[config.mk]
export PLATFORM = sky130hd
export DESIGN_NAME = modular_arithmetic_unit_core
export DESIGN_NICKNAME = d
export VERILOG_FILES = /design/src/hw/rtl/mau_pkg.sv /design/src/hw/rtl/mau_reduce.sv /design/src/hw/rtl/mau_mul.sv /design/src/hw/rtl/modular_arithmetic_unit_core.sv
export SDC_FILE = /design/constraint.sdc
export NUM_CORES = 2
export LEC_CHECK = 0
export BUFFER_PORTS_ARGS = -buffer_cell sky130_fd_sc_hd__buf_2
export CAP_MARGIN = 20
export CORE_ASPECT_RATIO = 0.7
export CORE_MARGIN = 2
export CORE_UTILIZATION = 60
export CTS_BUF_LIST = sky130_fd_sc_hd__clkbuf_4 sky130_fd_sc_hd__clkbuf_8
export CTS_CLUSTER_DIAMETER = 150
export DETAILED_ROUTE_END_ITERATION = 12
export PLACE_DENSITY = 0.75
export SYNTH_ARGS = -nofsm -noshare
export SYNTH_HDL_FRONTEND = slang
export SYNTH_HIERARCHICAL = 1
export SYNTH_SLANG_ARGS = --single-unit
export TNS_END_PERCENT = 100
[constraint.sdc]
create_clock -name clock -period 12.99 [get_ports clock]
set_clock_uncertainty 0.1 [all_clocks]
set_input_delay 1.299 -clock clock [delete_from_list [all_inputs] [get_ports clock]]
set_output_delay 1.299 -clock clock [all_outputs]
set_load 0.1 [all_outputs]
[src/hw/rtl/mau_pkg.sv]
// shared types and constants for the modular arithmetic unit
package mau_pkg;
   localparam int MOD_BITS_DEF = 31;
   localparam logic [30:0] MODULUS_RESET = 31'd1000000007;

   typedef enum logic [2:0] {
      ACT_ADD = 3'd0,
      ACT_SUB = 3'd1,
      ACT_MUL = 3'd2,
      ACT_POW = 3'd3,
      ACT_INV = 3'd4
   } action_type;
endpackage

[src/hw/rtl/mau_reduce.sv]
// restoring remainder unit, one quotient bit per cycle
module mau_reduce #(
   parameter int MOD_BITS = mau_pkg::MOD_BITS_DEF
) (
   input  logic                clock,
   input  logic                reset,
   input  logic                start,
   input  logic [MOD_BITS-1:0] value,
   input  logic [MOD_BITS-1:0] modulus,
   output logic                done,
   output logic [MOD_BITS-1:0] remainder
);
   localparam int CW = $clog2(MOD_BITS + 1);
   logic [MOD_BITS:0]   rem_ff, rem_in;
   logic [MOD_BITS-1:0] val_ff, val_in;
   logic [CW-1:0]       cnt_ff, cnt_in;
   logic                busy_ff, busy_in, done_ff, done_in;
   logic [MOD_BITS+1:0] shifted;

   always_comb begin
      rem_in = rem_ff;
      val_in = val_ff;
      cnt_in = cnt_ff;
      busy_in = busy_ff;
      done_in = 1'b0;
      shifted = {rem_ff, val_ff[MOD_BITS-1]};
      if (start) begin
         rem_in = '0;
         val_in = value;
         cnt_in = CW'(MOD_BITS);
         busy_in = 1'b1;
      end else if (busy_ff) begin
         if (shifted >= {2'b00, modulus})
            rem_in = (MOD_BITS+1)'(shifted - {2'b00, modulus});
         else
            rem_in = (MOD_BITS+1)'(shifted);
         val_in = {val_ff[MOD_BITS-2:0], 1'b0};
         cnt_in = cnt_ff - 1'b1;
         if (cnt_ff == CW'(1)) begin
            busy_in = 1'b0;
            done_in = 1'b1;
         end
      end
   end

   always_ff @(posedge clock) begin
      if (reset) begin
         busy_ff <= 1'b0;
         done_ff <= 1'b0;
         cnt_ff <= '0;
      end else begin
         busy_ff <= busy_in;
         done_ff <= done_in;
         cnt_ff <= cnt_in;
      end
      rem_ff <= rem_in;
      val_ff <= val_in;
   end

   assign done = done_ff;
   assign remainder = rem_ff[MOD_BITS-1:0];
endmodule

[src/hw/rtl/mau_mul.sv]
// bit-serial shift and add modular multiplier
module mau_mul #(
   parameter int MOD_BITS = mau_pkg::MOD_BITS_DEF
) (
   input  logic                clock,
   input  logic                reset,
   input  logic                start,
   input  logic [MOD_BITS-1:0] x,
   input  logic [MOD_BITS-1:0] y,
   input  logic [MOD_BITS-1:0] modulus,
   output logic                done,
   output logic [MOD_BITS-1:0] product
);
   localparam int CW = $clog2(MOD_BITS + 1);
   logic [MOD_BITS-1:0] acc_ff, acc_in, x_ff, x_in, y_ff, y_in;
   logic [CW-1:0]       cnt_ff, cnt_in;
   logic                busy_ff, busy_in, done_ff, done_in;
   logic [MOD_BITS:0]   dbl, add;
   logic [MOD_BITS-1:0] acc2;

   always_comb begin
      acc_in = acc_ff;
      x_in = x_ff;
      y_in = y_ff;
      cnt_in = cnt_ff;
      busy_in = busy_ff;
      done_in = 1'b0;
      dbl = {acc_ff, 1'b0};
      acc2 = (dbl >= {1'b0, modulus}) ? MOD_BITS'(dbl - {1'b0, modulus})
                                      : MOD_BITS'(dbl);
      add = {1'b0, acc2} + {1'b0, x_ff};
      if (start) begin
         acc_in = '0;
         x_in = x;
         y_in = y;
         cnt_in = CW'(MOD_BITS);
         busy_in = 1'b1;
      end else if (busy_ff) begin
         if (y_ff[MOD_BITS-1])
            acc_in = (add >= {1'b0, modulus}) ? MOD_BITS'(add - {1'b0, modulus})
                                              : MOD_BITS'(add);
         else
            acc_in = acc2;
         y_in = {y_ff[MOD_BITS-2:0], 1'b0};
         cnt_in = cnt_ff - 1'b1;
         if (cnt_ff == CW'(1)) begin
            busy_in = 1'b0;
            done_in = 1'b1;
         end
      end
   end

   always_ff @(posedge clock) begin
      if (reset) begin
         busy_ff <= 1'b0;
         done_ff <= 1'b0;
         cnt_ff <= '0;
      end else begin
         busy_ff <= busy_in;
         done_ff <= done_in;
         cnt_ff <= cnt_in;
      end
      acc_ff <= acc_in;
      x_ff <= x_in;
      y_ff <= y_in;
   end

   assign done = done_ff;
   assign product = acc_ff;
endmodule

[src/hw/rtl/modular_arithmetic_unit_core.sv]
// Modular arithmetic unit: add, subtract, multiply, power and Fermat inverse.
// Items arrive on the req_ stream (tdata: action, operand_a, operand_b), one
// result leaves on the rsp_ stream (tdata: result). The modulus is written
// over the csr_ APB port at address 0 and reads back there; reset loads
// 1000000007. The block takes one item at a time: req_tready is high only
// while no item is in work and no result is waiting.
// Each operand is reduced in a one-bit-per-cycle remainder unit; add, subtract
// and multiply reduce both operands, power and inverse only the base. Add and
// subtract then finish in the execute state, multiply runs one bit-serial
// multiply. Power and inverse take, per exponent bit, one or two bit-serial
// multiplies on the shared multiplier.
// The result is held on rsp_tdata until the receiver takes it; a stalled
// receiver holds the block. Reset is synchronous and drops any item in work.
module modular_arithmetic_unit_core #(
   parameter int MOD_BITS = mau_pkg::MOD_BITS_DEF
) (
   input  logic                clock,
   input  logic                reset,
   input  logic                req_tvalid,
   output logic                req_tready,
   // action [2:0], operand_a, operand_b, zero fill
   input  logic [((3+2*MOD_BITS+7)/8)*8-1:0] req_tdata,
   output logic                rsp_tvalid,
   input  logic                rsp_tready,
   // result, zero fill
   output logic [((MOD_BITS+7)/8)*8-1:0] rsp_tdata,
   input  logic                csr_psel,
   input  logic                csr_penable,
   input  logic                csr_pwrite,
   input  logic [(MOD_BITS>32 ? 3 : 2)-1:0] csr_paddr,
   input  logic [(MOD_BITS>32 ? 64 : 32)-1:0] csr_pwdata,
   output logic [(MOD_BITS>32 ? 64 : 32)-1:0] csr_prdata,
   output logic                csr_pready
);
   localparam int DW = (MOD_BITS > 32) ? 64 : 32;
   localparam int AW = (MOD_BITS > 32) ? 3 : 2;
   localparam int OW = ((MOD_BITS + 7) / 8) * 8;
   localparam logic [MOD_BITS-1:0] MOD_RESET =
      MOD_BITS'(64'(mau_pkg::MODULUS_RESET) & ((64'd1 << MOD_BITS) - 64'd1));

   typedef enum logic [7:0] {
      ST_IDLE = 8'b0000_0001,
      ST_REDA = 8'b0000_0010,
      ST_REDB = 8'b0000_0100,
      ST_EXEC = 8'b0000_1000,
      ST_PMUL = 8'b0001_0000,
      ST_PSQR = 8'b0010_0000,
      ST_WAIT = 8'b0100_0000,
      ST_OUT  = 8'b1000_0000
   } state_type;

   state_type           state_ff, state_in;
   logic [MOD_BITS-1:0] mod_ff, mod_in;
   logic [2:0]          act_ff, act_in;
   logic [MOD_BITS-1:0] a_ff, a_in, b_ff, b_in, e_ff, e_in, acc_ff, acc_in;
   logic [MOD_BITS-1:0] res_ff, res_in;
   logic                red_start, red_done;
   logic [MOD_BITS-1:0] red_val, red_rem;
   logic                mul_start, mul_done;
   logic [MOD_BITS-1:0] mul_x, mul_y, mul_p;
   logic [MOD_BITS:0]   sum;
   logic [MOD_BITS-1:0] room;
   logic                csr_wr;

   assign csr_pready = 1'b1;
   assign csr_wr = csr_psel && csr_penable && csr_pwrite;
   assign csr_prdata = (csr_paddr == AW'(0)) ? DW'(mod_ff) : '0;
   assign mod_in = (csr_wr && csr_paddr == AW'(0)) ? csr_pwdata[MOD_BITS-1:0] : mod_ff;

   mau_reduce #(.MOD_BITS(MOD_BITS)) u_reduce (
      .clock(clock), .reset(reset), .start(red_start), .value(red_val),
      .modulus(mod_ff), .done(red_done), .remainder(red_rem)
   );

   mau_mul #(.MOD_BITS(MOD_BITS)) u_mul (
      .clock(clock), .reset(reset), .start(mul_start), .x(mul_x), .y(mul_y),
      .modulus(mod_ff), .done(mul_done), .product(mul_p)
   );

   assign req_tready = (state_ff == ST_IDLE);
   assign rsp_tvalid = (state_ff == ST_OUT);
   assign rsp_tdata = OW'(res_ff);

   always_comb begin
      state_in = state_ff;
      act_in = act_ff;
      a_in = a_ff;
      b_in = b_ff;
      e_in = e_ff;
      acc_in = acc_ff;
      res_in = res_ff;
      red_start = 1'b0;
      red_val = a_ff;
      mul_start = 1'b0;
      mul_x = acc_ff;
      mul_y = a_ff;
      room = mod_ff - a_ff;
      sum = {1'b0, a_ff} + {1'b0, b_ff};
      unique case (state_ff)
         ST_IDLE: begin
            if (req_tvalid) begin
               act_in = req_tdata[2:0];
               a_in = req_tdata[3 +: MOD_BITS];
               b_in = req_tdata[3+MOD_BITS +: MOD_BITS];
               if (mod_ff < MOD_BITS'(2) || req_tdata[2:0] > 3'(mau_pkg::ACT_INV)) begin
                  res_in = '0;
                  state_in = ST_OUT;
               end else begin
                  red_start = 1'b1;
                  red_val = req_tdata[3 +: MOD_BITS];
                  state_in = ST_REDA;
               end
            end
         end
         ST_REDA: begin
            if (red_done) begin
               a_in = red_rem;
               if (act_ff == 3'(mau_pkg::ACT_POW)) begin
                  e_in = b_ff;
                  acc_in = MOD_BITS'(1);
                  state_in = ST_EXEC;
               end else if (act_ff == 3'(mau_pkg::ACT_INV)) begin
                  e_in = mod_ff - MOD_BITS'(2);
                  acc_in = MOD_BITS'(1);
                  state_in = ST_EXEC;
               end else begin
                  red_start = 1'b1;
                  red_val = b_ff;
                  state_in = ST_REDB;
               end
            end
         end
         ST_REDB: begin
            if (red_done) begin
               b_in = red_rem;
               state_in = ST_EXEC;
            end
         end
         ST_EXEC: begin
            unique case (act_ff)
               3'(mau_pkg::ACT_ADD): begin
                  res_in = (b_ff >= room) ? b_ff - room : MOD_BITS'(sum);
                  state_in = ST_OUT;
               end
               3'(mau_pkg::ACT_SUB): begin
                  res_in = (a_ff >= b_ff) ? a_ff - b_ff : a_ff + (mod_ff - b_ff);
                  state_in = ST_OUT;
               end
               3'(mau_pkg::ACT_MUL): begin
                  mul_start = 1'b1;
                  mul_x = a_ff;
                  mul_y = b_ff;
                  state_in = ST_WAIT;
               end
               default: begin
                  if (e_ff == '0) begin
                     res_in = acc_ff;
                     state_in = ST_OUT;
                  end else if (e_ff[0]) begin
                     mul_start = 1'b1;
                     state_in = ST_PMUL;
                  end else begin
                     mul_start = 1'b1;
                     mul_x = a_ff;
                     state_in = ST_PSQR;
                  end
               end
            endcase
         end
         ST_PMUL: begin
            if (mul_done) begin
               acc_in = mul_p;
               mul_start = 1'b1;
               mul_x = a_ff;
               state_in = ST_PSQR;
            end
         end
         ST_PSQR: begin
            if (mul_done) begin
               a_in = mul_p;
               e_in = e_ff >> 1;
               state_in = ST_EXEC;
            end
         end
         ST_WAIT: begin
            if (mul_done) begin
               res_in = mul_p;
               state_in = ST_OUT;
            end
         end
         ST_OUT: begin
            if (rsp_tready) state_in = ST_IDLE;
         end
         default: state_in = ST_IDLE;
      endcase
   end

   always_ff @(posedge clock) begin
      if (reset) begin
         state_ff <= ST_IDLE;
         mod_ff <= MOD_RESET;
      end else begin
         state_ff <= state_in;
         mod_ff <= mod_in;
      end
      act_ff <= act_in;
      a_ff <= a_in;
      b_ff <= b_in;
      e_ff <= e_in;
      acc_ff <= acc_in;
      res_ff <= res_in;
   end
endmodule
==> summary.txt <==
Logic synthesis
  – Largest family of logic cells by synthesized area: compound AO/OA/AOI/OAI gates
  – Top FF cell, synth: edfxtp_1
  – Adder-cell area share of the yosys netlist: 12.3%
  – Mean post-synth cell area: 8.29 µm²
  – Number of synthesized flops with an enable pin: 251
  – Post-Synthesis Cells: 4208
  – Yosys reg bits: 367
  – Synth Area in XOR/XNOR: 6.50%
  – Syn. warnings: 6
  – Post-synthesis sequential area ratio: 28.2%
  – Synth Cell Area: 34900 µm²
  – Distinct cell type count after synthesis: 108
  – Post-synthesis compound-gate area fraction: 24.7%
  – Asr flop ratio synth: 0%
  – Mux contribution to synthesized area: 4.43%
  – Post-synthesis simple-gate area fraction: 17.5%

Route
  – DR WL/cell: 26.0 µm
  – Routed WL: 132 mm
  – Post-DR vias/cell: 6.73
  – Residual DRC count: 0
  – Post-DRT Antenna Nets: 0
  – Via count: 34155
  – First-pass detailed-route iteration total: 7
  – Iter 0 DRT Violations: 5197

Global routing
  – Antenna violations before repair: 3
  – Vias in the first global route: 29847
  – Largest net degree at the start of global routing: 91
  – GRT overflow: 0
  – Total GRT Usage: 42.5%
  – First-pass GRT wire length: 191 mm

STA
  – RSZ-0062 raised after global routing: no
  – Hold Violations, Final: 0
  – Worst setup margin: 3.74 ns
  – Final min period: 9.25 ns
  – Count of final setup violators: 0
  – Final period util: 71.2%
  – Achievable Freq: 108 MHz
  – Slew of the pin with the lowest slew margin: 1.27 ns
  – Final Max Tran Viols: 0
  – Final setup TNS: 0 ns
  – Hold WS: 0.404 ns
  – Worst slew margin: 15.0%

Finish
  – Final #Nets: 4703
  – N_diodes: 0
  – Fin util: 65.7%
  – P&R area growth vs syn: 7.59%
  – Final Non-Filler Cells: 5073
  – Commonest non-fill, non-tap cell in the layout: nand2_1
  – Layout Cell Area excl Fill: 37600 µm²
  – Commonest non-fill, non-tap cells in the layout: nand2_1 (471), a21oi_1 (310), inv_1 (305), o21ai_0 (289), ha_1 (281)
  – # fillers: 4926
  – Share of cells above drive strength 1: 12.1%
  – FF/Latch Area: 9860 µm²
  – Area of the multi-input gates: 22900 µm²

Clock network
  – # resized after CTS: 0
  – Max Buffers Root-to-Sink: 3
  – Root buf cell: clkbuf_8
  – Clk slew on worst S/H paths: 0.06 ns
  – CTS tree: yes
  – Clock tree sinks: 367
  – CTS Buf Count: 60
  – H-tree Lvls: 2
  – Skew-Pair Late Insertion Delay: 0.73 ns
  – Postcts setup bufs: 0
  – CTS Hold Bufs: 0

Placed design
  – Placed Area: 36100 µm²
  – Final GP Congestion: 1.08
  – Detailed placement HPWL: 103 mm
  – Count of input and output buffers: 168
  – Placed insts: 4956
  – Pre-CTS setup slack: 4.20 ns

Setup path
  – Crit Path Max Fanout: 31
  – Crit path largest cell delay: 0.68 ns
  – Highest-delay cell along the critical path: a31oi_1
  – Crit path required time: 13.49 ns
  – Most used cell, CP: ha_1
  – Critical path class: register to register
  – CP startpoint kind: register
  – Critical path capture point type: register
  – CP arrival: 9.76 ns

Run
  – Max-Cap Viols: 0

Power and ir drop
  – Static leakage: 15.9 nW
  – PwrDens: 222 nW/µm²
  – Worst vdd ir: 202 µV
  – Final Power: 8.33 mW

Die
  – Core box area: 57200 µm²
  – Die ar.: 60100 µm²
  – Die X: 292 µm
  – Die height: 206 µm
  – Top-Level Pins: 180
  – Row cnt: 73
  – Initial Utilization: 61.0%

Status
  – Status: complete, no violations

Hold path
  – Worst hold path class: register to register
area by class of cell:
cell class | instances | area share, %
Tap cell | 750 | 2.50
Sequential cell | 367 | 26.3
Inverter | 308 | 3.08
Clock inverter | 24 | 0.990
Timing Repair Buffer | 220 | 3.30
Clock buffer | 90 | 2.88
Multi-Input combinational cell | 3314 | 61.0
per-layer routing:
| layer | up-vias | global-route usage [%] | routed length, µm |
|---|---|---|---|
| met1 | 15742 | 61.3 | 54000 |
| met5 | - | 0 | 9 |
| met2 | 2622 | 58.3 | 50600 |
| li1 | 15463 | - | - |
| met4 | 2 | 17.5 | 6020 |
| met3 | 326 | 13.3 | 21200 |
cells in the mapped netlist (22+ instances only):
library cell	count	area [µm²]
buf_4	40	300
a21oi_1	310	1550
a31oi_1	48	300
a211o_1	31	272
ha_1	281	3520
nand2_1	473	1780
a211oi_1	51	383
and2_1	55	344
a311oi_1	27	236
edfxtp_1	251	7540
nor4_1	32	200
dfxtp_1	116	2320
xor2_1	81	709
fa_1	38	761
and3_1	34	213
nand3_1	87	435
nand2b_1	33	206
o21ai_0	291	1460
nand4_1	42	263
o21ai_1	39	195
a22oi_1	87	653
xnor2_1	178	1560
clkbuf_1	134	503
nor2b_1	35	219
o211ai_1	32	240
nor3b_1	22	165
o21a_1	46	345
mux2i_1	34	340
o21bai_1	36	270
inv_1	305	1140
nor3_1	101	505
nor2_1	278	1040
o31ai_1	28	210
mux2_2	107	1200
a21o_1	100	751
path summary, 6_finish.rpt:
kind,from,to,slack [ns],depth (start not counted)
setup / recovery,mod_ff[7],u_mul/product[7],3.74,29
hold / removal,u_reduce/rem_ff[31],u_reduce/rem_ff[31],0.40,2
setup reg to reg,mod_ff[7],u_mul/product[7],3.74,29
hold reg to reg,u_reduce/rem_ff[31],u_reduce/rem_ff[31],0.40,2
registers in the layout, summed over array words and instances, names as in the netlist:
register          flops
a_ff                 31
acc_ff               31
act_ff                3
b_ff                 31
e_ff                 31
mod_ff               31
res_ff               31
state_ff              8
u_mul/busy_ff         1
u_mul/cnt_ff          5
u_mul/done            1
u_mul/product        31
u_mul/x_ff           31
u_mul/y_ff           31
u_reduce/busy_ff      1
u_reduce/cnt_ff       5
u_reduce/done         1
u_reduce/rem_ff      32
u_reduce/val_ff      31
cell families (layout without fill, tap and decap cells):
kind of cell,count (synthesis),after routing
xor gates and xnor gates,259,259
other,2,3
muxes,141,141
AOI/OAI and AO/OA,1309,1309
buffers and inverters,528,642
adders and majority gates,319,319
and+or+nand+nor,1283,1283
DFF,367,367
where the power goes:
part / internal (mW) / switching (mW) / total [mW]
Clock: 0.732 / 0.540 / 1.27
Sequential: 1.39 / 0.237 / 1.63
Combinational: 2.07 / 3.36 / 5.44
Total: 4.19 / 4.14 / 8.33
critical path: cells and delay by family, from the launching register on:
| family | cells | cell delay (ns) |
|---|---|---|
| compound gates | 9 | 3.09 |
| fa+ha+maj | 3 | 1.06 |
| buf+inv | 4 | 0.93 |
| flops | 1 | 0.64 |
| mux | 3 | 1.05 |
| simple gates | 10 | 2.19 |
Note: power is estimated with default switching activity, not from simulation.
